[config.mk]
export PLATFORM = sky130hd
export DESIGN_NAME = lsi_div
export DESIGN_NICKNAME = d
export VERILOG_FILES = /design/src/design/lsi_pkg.sv /design/src/design/lsi_div.sv
export SDC_FILE = /design/constraint.sdc
export NUM_CORES = 1
export LEC_CHECK = 0
export BUFFER_PORTS_ARGS = -buffer_cell sky130_fd_sc_hd__buf_2
export CAP_MARGIN = 30
export CORE_MARGIN = 10
export CORE_UTILIZATION = 45
export DETAILED_ROUTE_END_ITERATION = 6
export PLACE_DENSITY = 0.66
export REMOVE_ABC_BUFFERS = 1
export SLEW_MARGIN = 20
export SYNTH_ARGS = -nofsm -noshare
export SYNTH_HDL_FRONTEND = slang
export SYNTH_SLANG_ARGS = --single-unit
[constraint.sdc]
create_clock -name clk -period 2.5 [get_ports clk]
set_input_delay 0.25 -clock clk [delete_from_list [all_inputs] [get_ports clk]]
set_output_delay 0.25 -clock clk [all_outputs]
set_load 0.01 [all_outputs]
[src/design/lsi_pkg.sv]
// ----------------------------------------------------------------------------
// lsi_pkg
// Shared types and constants of the light schedule interpolator.
// ----------------------------------------------------------------------------
package lsi_pkg;

  localparam int TIME_W  = 17;
  localparam int LEVEL_W = 7;
  localparam int PACK_W  = 56;
  localparam int CHAN_W  = 3;
  localparam int DUTY_W  = 8;
  localparam int NUM_W   = 32;
  localparam int DEN_W   = 24;

  localparam logic [TIME_W-1:0]  DAY_SECONDS  = 17'd86400;
  localparam logic [LEVEL_W-1:0] FULL_PERCENT = 7'd100;

  localparam logic [1:0] REG_MODE   = 2'd0;
  localparam logic [1:0] REG_COUNT  = 2'd1;
  localparam logic [1:0] REG_MANUAL = 2'd2;

  typedef logic [TIME_W-1:0]  time_t;
  typedef logic [PACK_W-1:0]  pack_t;
  typedef logic [LEVEL_W-1:0] level_t;

  // Pick one 7-bit level out of a packed word and clamp it to 100.
  function automatic level_t level_of(input pack_t packed_lv, input logic [CHAN_W-1:0] ch);
    level_t v;
    v = level_t'(packed_lv >> (7 * int'(ch)));
    return (v > FULL_PERCENT) ? FULL_PERCENT : v;
  endfunction

endpackage

[src/design/lsi_div.sv]
// ----------------------------------------------------------------------------
// lsi_div
// Restoring divider, one quotient bit per cycle.
// ----------------------------------------------------------------------------
module lsi_div
  import lsi_pkg::*;
(
  input  logic             clk,
  input  logic             rst,
  input  logic             start,
  input  logic [NUM_W-1:0] dividend,
  input  logic [DEN_W-1:0] divisor,
  output logic             done,
  output logic [NUM_W-1:0] quotient
);

  localparam int CW = $clog2(NUM_W + 1);

  logic [CW-1:0]    cnt;
  logic             run;
  logic [DEN_W-1:0] rem;
  logic [DEN_W-1:0] den;
  logic [DEN_W:0]   shifted;
  logic [DEN_W+1:0] diff;

  always_comb begin
    shifted = {rem, quotient[NUM_W-1]};
    diff    = {1'b0, shifted} - {2'b00, den};
  end

  always_ff @(posedge clk) begin
    if (rst) begin
      run  <= 1'b0;
      done <= 1'b0;
      cnt  <= '0;
    end else begin
      done <= 1'b0;
      if (start) begin
        run <= 1'b1;
        cnt <= CW'(NUM_W);
      end else if (run) begin
        cnt <= cnt - 1'b1;
        if (cnt == CW'(1)) begin
          run  <= 1'b0;
          done <= 1'b1;
        end
      end
    end
  end

  always_ff @(posedge clk) begin
    if (start) begin
      rem      <= '0;
      den      <= divisor;
      quotient <= dividend;
    end else if (run) begin
      // restore on a negative trial difference
      if (diff[DEN_W+1]) begin
        rem      <= shifted[DEN_W-1:0];
        quotient <= {quotient[NUM_W-2:0], 1'b0};
      end else begin
        rem      <= diff[DEN_W-1:0];
        quotient <= {quotient[NUM_W-2:0], 1'b1};
      end
    end
  end

endmodule

* Word-level counts from Yosys, hierarchy flattened
Index checks and enable logic that the tools add are counted.
** Storage, ports and cells
- Register bits :: 88
- Bits of input ports :: 59
- Output and inout port bits :: 33
- Word-level logic and storage cells :: 24
** Operators by class
- $add $sub $neg :: 2
- Equality and inequality tests :: 1
- Multiplexer cells :: 10
- Bitwise operators :: 1
- Reductions and logical operators :: 3
** Operators by type and width (count)
- 32-bit two-way mux :: 2
- 25-bit by 24-bit subtractor with 26-bit output :: 1
- 24-bit two-way mux :: 1
- 6-bit two-way mux :: 2
- 6-bit by 1-bit == test with 1-bit output (second input constant) :: 1
- 6-bit by 1-bit subtractor with 6-bit output (second input constant) :: 1
- 1-bit two-way mux :: 5
- 3-bit OR reduction :: 1
- 2-bit nonzero test :: 1
- 2-bit OR reduction :: 1
- 1-bit inverter :: 1

* Depth between registers and ports, before layout
Gate-level depths: netlist of the first run.
- Depth after elaboration :: 4
- Mapped depth :: 11
- Mapped depth without buffers :: 10

* Least setup slack after synthesis of the first run
OpenSTA, ideal clock, no wires.
- Kind :: flip-flop to flip-flop
- Start point :: register den[4]
- End point :: register quotient[0] (data pin)
- Library setup time :: 0.260 ns
- Arrival :: 2.089 ns
- Data required time :: 2.240 ns
- Setup slack :: 0.151 ns
- Cell stages (with the launch flop) :: 10
- Buffers on the path :: 1
- Period minus slack after synthesis :: 2.349 ns
- Path through :: edfxtp_1 -> inv_1 -> ha_1 -> a21o_1 -> nor3_4 -> a211oi_2 -> o211a_2 -> or2_4 -> buf_4 -> mux2_2
** On the way
- Longest elaborated chain between the ends :: 4
** RTL lines
- start: declaration :: line lsi_div.sv:22 : logic [DEN_W-1:0] den;
- start signal: assignment :: line lsi_div.sv:54 : den <= divisor;
- 25-bit by 24-bit subtractor with 26-bit output :: line lsi_div.sv:28 : diff = {1'b0, shifted} - {2'b00, den};
- 1-bit two-way mux :: line lsi_div.sv:58 : if (diff[DEN_W+1]) begin
- 32-bit two-way mux :: line lsi_div.sv:56 : end else if (run) begin
- 32-bit two-way mux :: line lsi_div.sv:52 : if (start) begin
- end signal: assignment :: line lsi_div.sv:55 : quotient <= dividend;
- end signal: assignment :: line lsi_div.sv:60 : quotient <= {quotient[NUM_W-2:0], 1'b0};
- end signal: assignment :: line lsi_div.sv:63 : quotient <= {quotient[NUM_W-2:0], 1'b1};
- end: declaration :: line lsi_div.sv:14 : output logic [NUM_W-1:0] quotient
No other way between the ends. The select of a mux whose other input is x is not followed.
A chain may end at the register's enable or synchronous reset.

* Final worst setup path of the first run
Ends and elaborated chain as after synthesis.

==> results of run 1 <==
-- power by group through the flow --
stage	clock, uW	sequential [uW]	combinational, uW
2_1_floorplan	0	1780	338
6_report	1040	1720	645
4_1_cts	1070	1720	641
3_5_place_dp	0	1750	635
5_1_grt	1120	1730	718
3_3_place_gp	0	1740	621
-- cell usage in the layout, fill, tap and decap left out, types with 11 or more instances in the layout --
master | synthesis | routed
nor2_1 | 31 | 30
dfxtp_1 | 32 | 32
xnor2_1 | 17 | 17
a21o_1 | 11 | 11
mux2_2 | 32 | 32
o21ai_0 | 21 | 19
buf_2 | 5 | 91
a21oi_1 | 26 | 23
nand2_1 | 40 | 40
buf_4 | 2 | 45
edfxtp_1 | 56 | 56
ha_1 | 26 | 25
mux2i_1 | 14 | 14
inv_1 | 31 | 30
-- sequential cells by signal, summed over array words and instances (netlist names) --
name	cells
den	24
quotient	32
done	1
run	1
rem	24
cnt	6
-- layout make-up --
type	instances	area share (%)
clock buffers	9	2.052
well taps	140	2.902
multi-input cells	325	39.53
repair buffers	138	13.81
flip-flops and latches	88	38.47
inverters	31	1.928
clock inverters	7	1.306
-- layer usage --
metal,wire length [um],global-route usage [%],vias to the layer above
li1,-,-,1955
met1,5315,18.36,1847
met2,5751,24.97,100
met3,767,5.574,10
met4,118,4.729,0
met5,0,0,-
-- worst paths after layout --
path         startpoint     endpoint  slack (ns)  cells past startpoint
min          divisor[7]       den[7]        0.03                      1
max              den[4]  quotient[0]        0.08                      9
min reg2reg     rem[12]      rem[12]        0.47                      2
max reg2reg      den[4]  quotient[0]        0.08                      9
-- cells by family (layout without fill, tap and decap cells) --
kind of cell / count (synthesis) / count (layout)
DFF: 88 / 88
AOI/OAI and AO/OA: 113 / 113
buffers and inverters: 52 / 185
and+or+nand+nor: 116 / 116
xor gates and xnor gates: 22 / 22
muxes: 47 / 47
adders and majority gates: 27 / 27
-- per-stage QoR --
stage / total power (uW) / hold slack (ns) / cells
floorplan: 2113 / 0.3224 / 444
global placement: 2364 / 0.4271 / 719
detailed placement: 2383 / 0.4283 / 719
CTS: 3431 / 0.006653 / 735
global route: 3568 / 0.004878 / 738
finish: 3396 / 0.03272 / 738
-- repair_timing --
item,CTS,global route
resized for setup,1,10
hold buffers,0,0
pin swaps,0,6
endpoints found under the setup margin,1,16
setup buffers,0,3
-- critical path: stages (launching register included) --
cell and delay [ns]:
edfxtp_1 0.39, inv_2 0.08, ha_4 0.21, a21o_1 0.22, nor3_4 0.20, a211oi_2 0.11
o211a_2 0.28, or2_4 0.29, buf_12 0.15, mux2_2 0.26
==> metrics.txt, run 1 <==
outcome=complete, no violations; Synth Area in Simple Gates=11.31%; DRT Pass-1 Iters=5; Synth top cells by count=56 x edfxtp_1, 40 x nand2_1, 32 x dfxtp_1, 32 x mux2_2; Max FO, Critical Path=8; Clk pwr share=30.5%; die area=15440 um^2; setup tns final=0 ns; placement-stage cell area=5774 um^2; Routed Antenna Nets=0; total global-route track usage=15.31%; Clock Pin Slew Worst Setup and Hold Paths=0.10 ns; main combinational cell family by area after synthesis=compound AO/OA/AOI/OAI gates; fin. max-slew vios=0; area leader, netlist=edfxtp_1; Placer Congestion=0.9043; CP required=2.65 ns; DR iter-0 viols=255; fraction of layout cells with a size suffix above 1=33.95%; Die Height=124.2 um; count leader, synth=edfxtp_1; width of the chip=124.2 um; Most used DFF post-synth=edfxtp_1; leakage power total=0.002592 uW; RSZ-0062 raised after global routing=true; Mapped Area=4890 um^2; CTS max path bufs=2; Final period util=96.81%; Final HPWL DP=9148 um; number of synthesized flops with an enable pin=56; # rows=38; Yosys cell types=58; Worst Hold Class=input pin to flop; FMAX=413.2 MHz; initial antenna violation count=0; worst setup margin=0.07980 ns; vias per cell=5.301; IO Count=92; Initial Util=45.51%; top post-synthesis cells by area=edfxtp_1 34%, dfxtp_1 13%, mux2_2 7.4%; ys async rst share=0%; core region area=10750 um^2; yosys warns=0; synthesized-area fraction occupied by adder cells=7.062%; area grow syn2layout=23.44%; global route overflow=0; CTS Buf Count=9; first-pass GRT wire length=19770 um; H-Tree Depth=3; multiplexer share of the synthesized area=10.47%; Synth Area in Compound Gates=15.28%; NetSw=955.0 uW; worst-margin pin slew=0.4833 ns; DR WL/cell=16.20 um; Routed WL=11950 um; Vias=3912; input/output buffers=91; clk_skew=0.01480 ns; Worst Path Arrival=2.57 ns; Util after Layout=56.17%; CP startpoint kind=flop; vias in the first global route=4112; final critical-path required period=2.420 ns; multi-input logic area=2386 um^2; final hold violation count=0; pre-CTS setup slack=-0.03103 ns; Comb pwr share=19.0%; register area share after synthesis=47.49%; final setup fails=0; relative slew slack=67.63%; maximum VDD drop=461.0 uV; Synth Area in XOR/XNOR=3.941%; CTS root buffer=clkbuf_8; CP Capture Type=flop; Clock Sinks=88; Yosys top cell area share=34.39%; Filler cells=983; Cells after Synth=465; design area=6036 um^2; synthesis-stage register bit count=88; critical path class=flop to flop; switching part of the total=28.12%; clk_lat worst skew=0.38 ns; synthesized area per cell=10.52 um^2; CTS tree=yes; Layout Nets=679; register area=2322 um^2; ant diodes=0; Cell Pwr Density=562.7 nW/um^2; max_cap viols=0; Pint=2441 uW; sequential power share=50.5%; largest net degree at the start of global routing=46; final routed DRC violation total=0
Note: power is estimated with default switching activity, not from simulation.
==> inputs of run 2 (changes only) <==
--- a/config.mk
+++ b/config.mk
@@ -5,12 +5,13 @@
 export SDC_FILE = /design/constraint.sdc
 export NUM_CORES = 1
 export LEC_CHECK = 0
+export ABC_AREA = 1
 export BUFFER_PORTS_ARGS = -buffer_cell sky130_fd_sc_hd__buf_2
 export CAP_MARGIN = 30
 export CORE_MARGIN = 10
 export CORE_UTILIZATION = 45
 export DETAILED_ROUTE_END_ITERATION = 6
-export PLACE_DENSITY = 0.66
+export PLACE_DENSITY = 0.63
 export REMOVE_ABC_BUFFERS = 1
 export SLEW_MARGIN = 20
 export SYNTH_ARGS = -nofsm -noshare
==> constraint.sdc (replaced) <==
create_clock -name clk -period 2.8 [get_ports clk]
set_input_delay 0.28 -clock clk [delete_from_list [all_inputs] [get_ports clk]]
set_output_delay 0.28 -clock clk [all_outputs]
set_load 0.01 [all_outputs]
==> run 2 against run 1 <==
  * Fmax is 2.9% lower
  * Routed wire length is 12% higher
  * Highest routed layer unchanged
  * Combinational power down 36%
  * Sequential cell count unchanged
  * Utilization fell by 2.8 points
  * Non-clock buffer count down 41
  * Cell count is 37% higher
  * Die area increased by 10%
  * Largest power group unchanged
  * First-iteration DRC count decreased by 0.39%
  * Largest cell class unchanged
  * Final area increased by 6.3%
  * Critical path depth is 4 higher
==> metrics.txt, run 2 <==
first-pass GRT wire length=22520 um (+14%); count leader, synth=nand2_1; DR iter-0 viols=254 (-0.39%); Cells after Synth=768 (+65%); area grow syn2layout=16.61%; Yosys cell types=37 (-36%); Synth top cells by count=331 x nand2_1, 132 x inv_1, 56 x edfxtp_1; Cell Pwr Density=500.7 nW/um^2 (-11%); commonest non-fill, non-tap cell in the layout=nand2_1; DRT Pass-1 Iters=5 (unchanged); Largest Register=quotient; post-CTS sizing=0 (-1); H-Tree Depth=3 (unchanged); register area share after synthesis=42.22% (-5.3 points); final critical-path required period=2.493 ns (+0.07313 ns); largest net degree at the start of global routing=46 (unchanged); Max FO, Critical Path=24 (+16); setup tns final=0 ns (unchanged); top post-synthesis cells by area=edfxtp_1 31%, nand2_1 23%, dfxtp_1 12%; hold depth=1 (unchanged); worst-margin pin slew=0.6058 ns (+0.1225 ns); final setup fails=0 (unchanged); CP required=3.06 ns (+0.41 ns); initial antenna violation count=1 (+1); input/output buffers=91 (unchanged); die area=17040 um^2 (+10%); yosys warns=0 (unchanged); CTS tree=yes; vias per cell=4.724 (-11%); Initial Util=45.79% (+0.29 points); Placer Congestion=0.9225 (+2.0%); # rows=40 (+5.3%); synthesized area per cell=7.162 um^2 (-32%); Worst Path Arrival=2.75 ns (+0.18 ns); Setup Fix Bufs, Post-CTS=0 (unchanged); Most used DFF post-synth=edfxtp_1; CTS max path bufs=2 (unchanged); maximum VDD drop=376.6 uV (-18%); CP Capture Type=flop; final hold violation count=0 (unchanged); fraction of layout cells with a size suffix above 1=14.47% (-19 points); Worst Hold Class=input pin to flop; FMAX=401.1 MHz (-2.9%); pre-CTS setup slack=0.3892 ns (+0.4202 ns); vias in the first global route=4716 (+15%); RSZ-0062 raised after global routing=false; ant diodes=0 (unchanged); total global-route track usage=16.55% (+1.2 points); width of the chip=130.6 um (+5.1%); Yosys top cell area share=30.57% (-3.8 points); Mapped Area=5500 um^2 (+12%); synthesis-stage register bit count=88 (unchanged); Clock Pin Slew Worst Setup and Hold Paths=0.07 ns (-0.03 ns); Final HPWL DP=10420 um (+14%); max reg flops=32 (unchanged); DR WL/cell=13.28 um (-18%); worst setup margin=0.3067 ns (+0.2269 ns); global route overflow=0 (unchanged); Layout Nets=945 (+39%); clk_skew=0.006603 ns (-0.008197 ns); outcome=complete, no violations; Routed WL=13420 um (+12%); area leader, netlist=edfxtp_1; R2R Setup Slk=0.31 ns (+0.23 ns); Routed Antenna Nets=0 (unchanged); core region area=12010 um^2 (+12%); critical path class=flop to flop; Die Height=130.6 um (+5.1%); max_cap viols=0 (unchanged); clk_lat worst skew=0.34 ns (-0.04 ns); IO Count=92 (unchanged); ys async rst share=0% (unchanged); Post-CTS Hold Buffers=0 (unchanged); fin. max-slew vios=0 (unchanged); CTS root buffer=clkbuf_16; number of synthesized flops with an enable pin=56 (unchanged); top flop regs=quotient: 32 flops, den: 24 flops, rem: 24 flops; CP startpoint kind=flop; most frequent cells in the layout=331 x nand2_1, 132 x inv_1, 91 x buf_2; relative slew slack=59.57% (-8.1 points); final routed DRC violation total=0 (unchanged); Final period util=89.05% (-7.8 points); Register-to-Register Path Depth=13 (+4); CTS Buf Count=9 (unchanged); Clock Sinks=88 (unchanged); Vias=4776 (+22%); leakage power total=0.003468 uW (+34%)
## run 2: stage by stage
step	area, um^2	utilization [%]	instances	total power [uW]	hold slack (ns)
floorplan	5400	-	751	1788	0.3585
global placement	6100	50.78	995	1959	0.4559
detailed placement	6100	50.78	995	1968	0.4575
CTS	6414	53.40	1011	3248	0.09477
global route	6414	53.40	1011	3353	0.1025
finish	6414	53.40	1011	3211	0.1071
## run 2: path summary, 6_finish.rpt
| path | start | end |
|---|---|---|
| setup / recovery | den[20] | rem[0] |
| hold / removal | divisor[6] | den[6] |
| setup reg to reg | den[20] | rem[0] |
| hold reg to reg | rem[12] | rem[12] |
## run 2: power by group
part           total [uW]  switching, uW  internal [uW]  leakage [uW]
Clock                1270            491            784      0.000152
Sequential           1520           38.9           1480      0.000822
Combinational         416            257            160       0.00249
Total                3210            786           2420       0.00347
## run 2: layer usage
| metal | GRT usage, % | share of wire (%) | routed length [um] | up-vias |
|---|---|---|---|---|
| li1 | - | - | - | 2560 |
| met1 | 20.94 | 47 | 6279 | 2096 |
| met5 | 0 | 0 | 0 | - |
| met2 | 26.88 | 46 | 6139 | 108 |
| met3 | 4.392 | 6.2 | 833 | 12 |
| met4 | 5.494 | 1.3 | 170 | 0 |
## run 2: critical path, cell delays in order, from the launching register on
cell	delay, ns
edfxtp_1	0.32
inv_1	0.04
ha_1	0.36
nand2_1	0.16
inv_1	0.05
nand2_1	0.06
nand2_1	0.08
nand2_1	0.07
nand2_1	0.11
a21oi_4	0.47
nand2_4	0.33
nand2_1	0.18
nand3_1	0.09
o21ai_0	0.09
## run 2: area by class of cell
type	instances	area, um^2
Multi-Input combinational cell	528	2574
Inverter	135	506.7
Clock inverter	5	81.33
Sequential cell	88	2322
Clock buffer	11	232.7
Timing Repair Buffer	97	513.0
Fill cell	1187	5598
Tap cell	147	183.9
## run 2: cell families after synthesis
kind of cell,after synthesis,share of synthesized area [%]
adder cells (fa/ha/maj),27,6.278
flip-flops,88,42.22
XOR/XNOR,10,1.592
AND/OR/NAND/NOR,463,35.92
AO/OA/AOI/OAI,28,2.957
buffers and inverters,152,11.03
==> inputs of run 3 (changes only) <==
--- a/config.mk
+++ b/config.mk
@@ -9,9 +9,9 @@
 export BUFFER_PORTS_ARGS = -buffer_cell sky130_fd_sc_hd__buf_2
 export CAP_MARGIN = 30
 export CORE_MARGIN = 10
-export CORE_UTILIZATION = 45
+export CORE_UTILIZATION = 50
 export DETAILED_ROUTE_END_ITERATION = 6
-export PLACE_DENSITY = 0.63
+export PLACE_DENSITY = 0.74
 export REMOVE_ABC_BUFFERS = 1
 export SLEW_MARGIN = 20
 export SYNTH_ARGS = -nofsm -noshare
==> run 3 against run 2 <==
  * Via count increased by 0.13%
  * Global-route usage down 0.33 points
  * Power is 11% lower
  * Critical path depth grew 1
  * Clock power decreased by 25%
  * Hold slack worse by 0.026 ns
  * Clock-buffer cell count is 2 lower
  * Final area shrank 1.8%
  * Critical path type unchanged
  * Largest cell class unchanged
  * Highest routed layer unchanged
==> metrics.txt, run 3 (same netlist as run 2, synthesis figures left out) <==
Comb pwr share=14.1% (+1.1 points); Worst Hold Class=input pin to flop; CTS root buffer=clkbuf_8; Max FO, Critical Path=14 (-42%); CP Capture Type=flop; Worst Hold Launch=divisor[7]; fin. max-slew vios=0 (unchanged); CP startpoint kind=flop; setup tns final=0 ns (unchanged); CP required=3.07 ns (about the same); switching part of the total=28.01% (+3.5 points); final routed DRC violation total=0 (unchanged); Hold EP=den[7]; core region area=10790 um^2 (-10%); RSZ-0062 raised after global routing=false; final setup fails=0 (unchanged); fraction of layout cells with a size suffix above 1=14.80% (+0.33 points); Routed Antenna Nets=0 (unchanged); Clock Pin Slew Worst Setup and Hold Paths=0.10 ns (+0.03 ns); Pint=2068 uW (-15%); outcome=complete, no violations; vias per cell=4.758 (+0.72%); Worst R2R End=rem[17]; final hold violation count=0 (unchanged); Clock Sinks=88 (unchanged); Layout Nets=946 (+0.11%); DRT Pass-1 Iters=5 (unchanged); area grow syn2layout=14.47%; Routed WL=12730 um (-5.2%); Final HPWL DP=9475 um (-9.1%); DR iter-0 viols=298 (+17%); Register-to-Register Path Depth=14 (+1); vias in the first global route=4652 (-1.4%); H-Tree Depth=3 (unchanged); Initial Util=50.96% (+5.2 points); Largest Register=quotient; Final period util=82.25% (-6.8 points); most frequent cells in the layout=331 x nand2_1, 132 x inv_1, 91 x buf_2; NetSw=804.5 uW (+2.3%); top flop regs=quotient: 32 flops, den: 24 flops, rem: 24 flops; FMAX=434.2 MHz (+8.3%); final hold slack=0.08122 ns (-0.02591 ns); Clk pwr share=33.0% (-6.7 points); DR WL/cell=12.66 um (-4.6%); R2R Setup Slk=0.50 ns (+0.19 ns); die area=15600 um^2 (-8.5%); width of the chip=124.9 um (-4.3%); relative slew slack=54.96% (-4.6 points); hold depth=1 (unchanged); input/output buffers=91 (unchanged); initial antenna violation count=0 (-1); Die Height=124.9 um (-4.3%); design area=6296 um^2 (-1.8%); Worst Path Arrival=2.57 ns (-0.18 ns); # rows=38 (-5.0%); CTS tree=yes; global route overflow=0 (unchanged); final critical-path required period=2.303 ns (-0.1902 ns); clk_lat worst skew=0.37 ns (+0.03 ns); first-pass GRT wire length=21620 um (-4.0%); CTS Buf Count=9 (unchanged); Post-CTS Hold Buffers=0 (unchanged); post-CTS sizing=0 (unchanged); Setup Fix Bufs, Post-CTS=0 (unchanged); critical path class=flop to flop; commonest non-fill, non-tap cell in the layout=nand2_1; total global-route track usage=16.23% (-0.33 points); sequential power share=52.9% (+5.6 points); max_cap viols=0 (unchanged); Placer Congestion=0.9821 (+6.5%); leakage power total=0.003425 uW (-1.3%); reg2reg start=rem[19]; clk_skew=0.008651 ns (+0.002048 ns); Vias=4782 (+0.13%); IO Count=92 (unchanged); Cell Pwr Density=456.3 nW/um^2 (-8.9%); maximum VDD drop=292.6 uV (-22%); max reg flops=32 (unchanged); largest net degree at the start of global routing=58 (+26%); CTS max path bufs=2 (unchanged); ant diodes=0 (unchanged); placement-stage cell area=6083 um^2 (-0.27%); worst-margin pin slew=0.6755 ns (+0.06970 ns)
run 3: cell count changes in the layout (fill, tap and decap cells not counted), moves of 2 or more:
cell	change
buf_4	+2
clkbuf_16	-9
clkbuf_1	-2
clkbuf_8	+9
run 3: power by group through the flow:
stage	combinational, uW	clock, uW	sequential [uW]
2_1_floorplan	220	0	1570
3_3_place_gp	405	0	1550
3_5_place_dp	410	0	1550
4_1_cts	410	972	1520
5_1_grt	464	1020	1530
6_report	405	948	1520
run 3: area by class of cell:
class	instances	area, um^2
multi-input combinational	528	2571
fill	1045	4497
tap	140	175.2
clock buffer	9	123.9
sequential	88	2322
clock inverter	7	88.84
inverter	135	506.7
timing repair buffer	98	508.0
run 3: per-stage QoR:
stage	util [%]	power, uW	instances	setup WS, ns
5_1_grt	58.34	3012	1005	0.2414
6_report	58.34	2873	1005	0.4969
3_3_place_gp	56.36	1952	989	0.5601
2_1_floorplan	-	1788	751	0.7494
4_1_cts	58.34	2901	1005	0.5021
3_5_place_dp	56.36	1956	989	0.5213
run 3: routing by layer:
metal | vias to the layer above | wire length, um | GRT usage, %
li1 | 2561 | - | -
met1 | 2085 | 6064 | 20.99
met2 | 115 | 5667 | 25.74
met3 | 21 | 763 | 4.638
met5 | - | 0 | 0
met4 | 0 | 229 | 4.607
run 3: worst max-delay path by stage:
stage | cells after the start | from | slack [ns] | endpoint
final | 14 | rem[19] | 0.50 | rem[17]
after global routing | 13 | den[20] | 0.24 | rem[1]
after CTS | 15 | den[20] | 0.50 | rem[17]
after detailed placement | 15 | den[20] | 0.52 | rem[17]
after global placement | 15 | den[20] | 0.56 | rem[18]
after floorplan | 2 | run | 0.75 | quotient[0]
run 3: critical path, cell delays in order, from the launching register on:
cell	delay, ns
dfxtp_1	0.34
ha_1	0.38
nand2_1	0.16
inv_1	0.05
nand2_1	0.06
nand2_1	0.07
nand2_1	0.06
nand2_1	0.09
a21oi_4	0.39
buf_4	0.31
nand3_1	0.10
nand2_1	0.07
inv_1	0.04
nand2_1	0.05
nand2_1	0.04
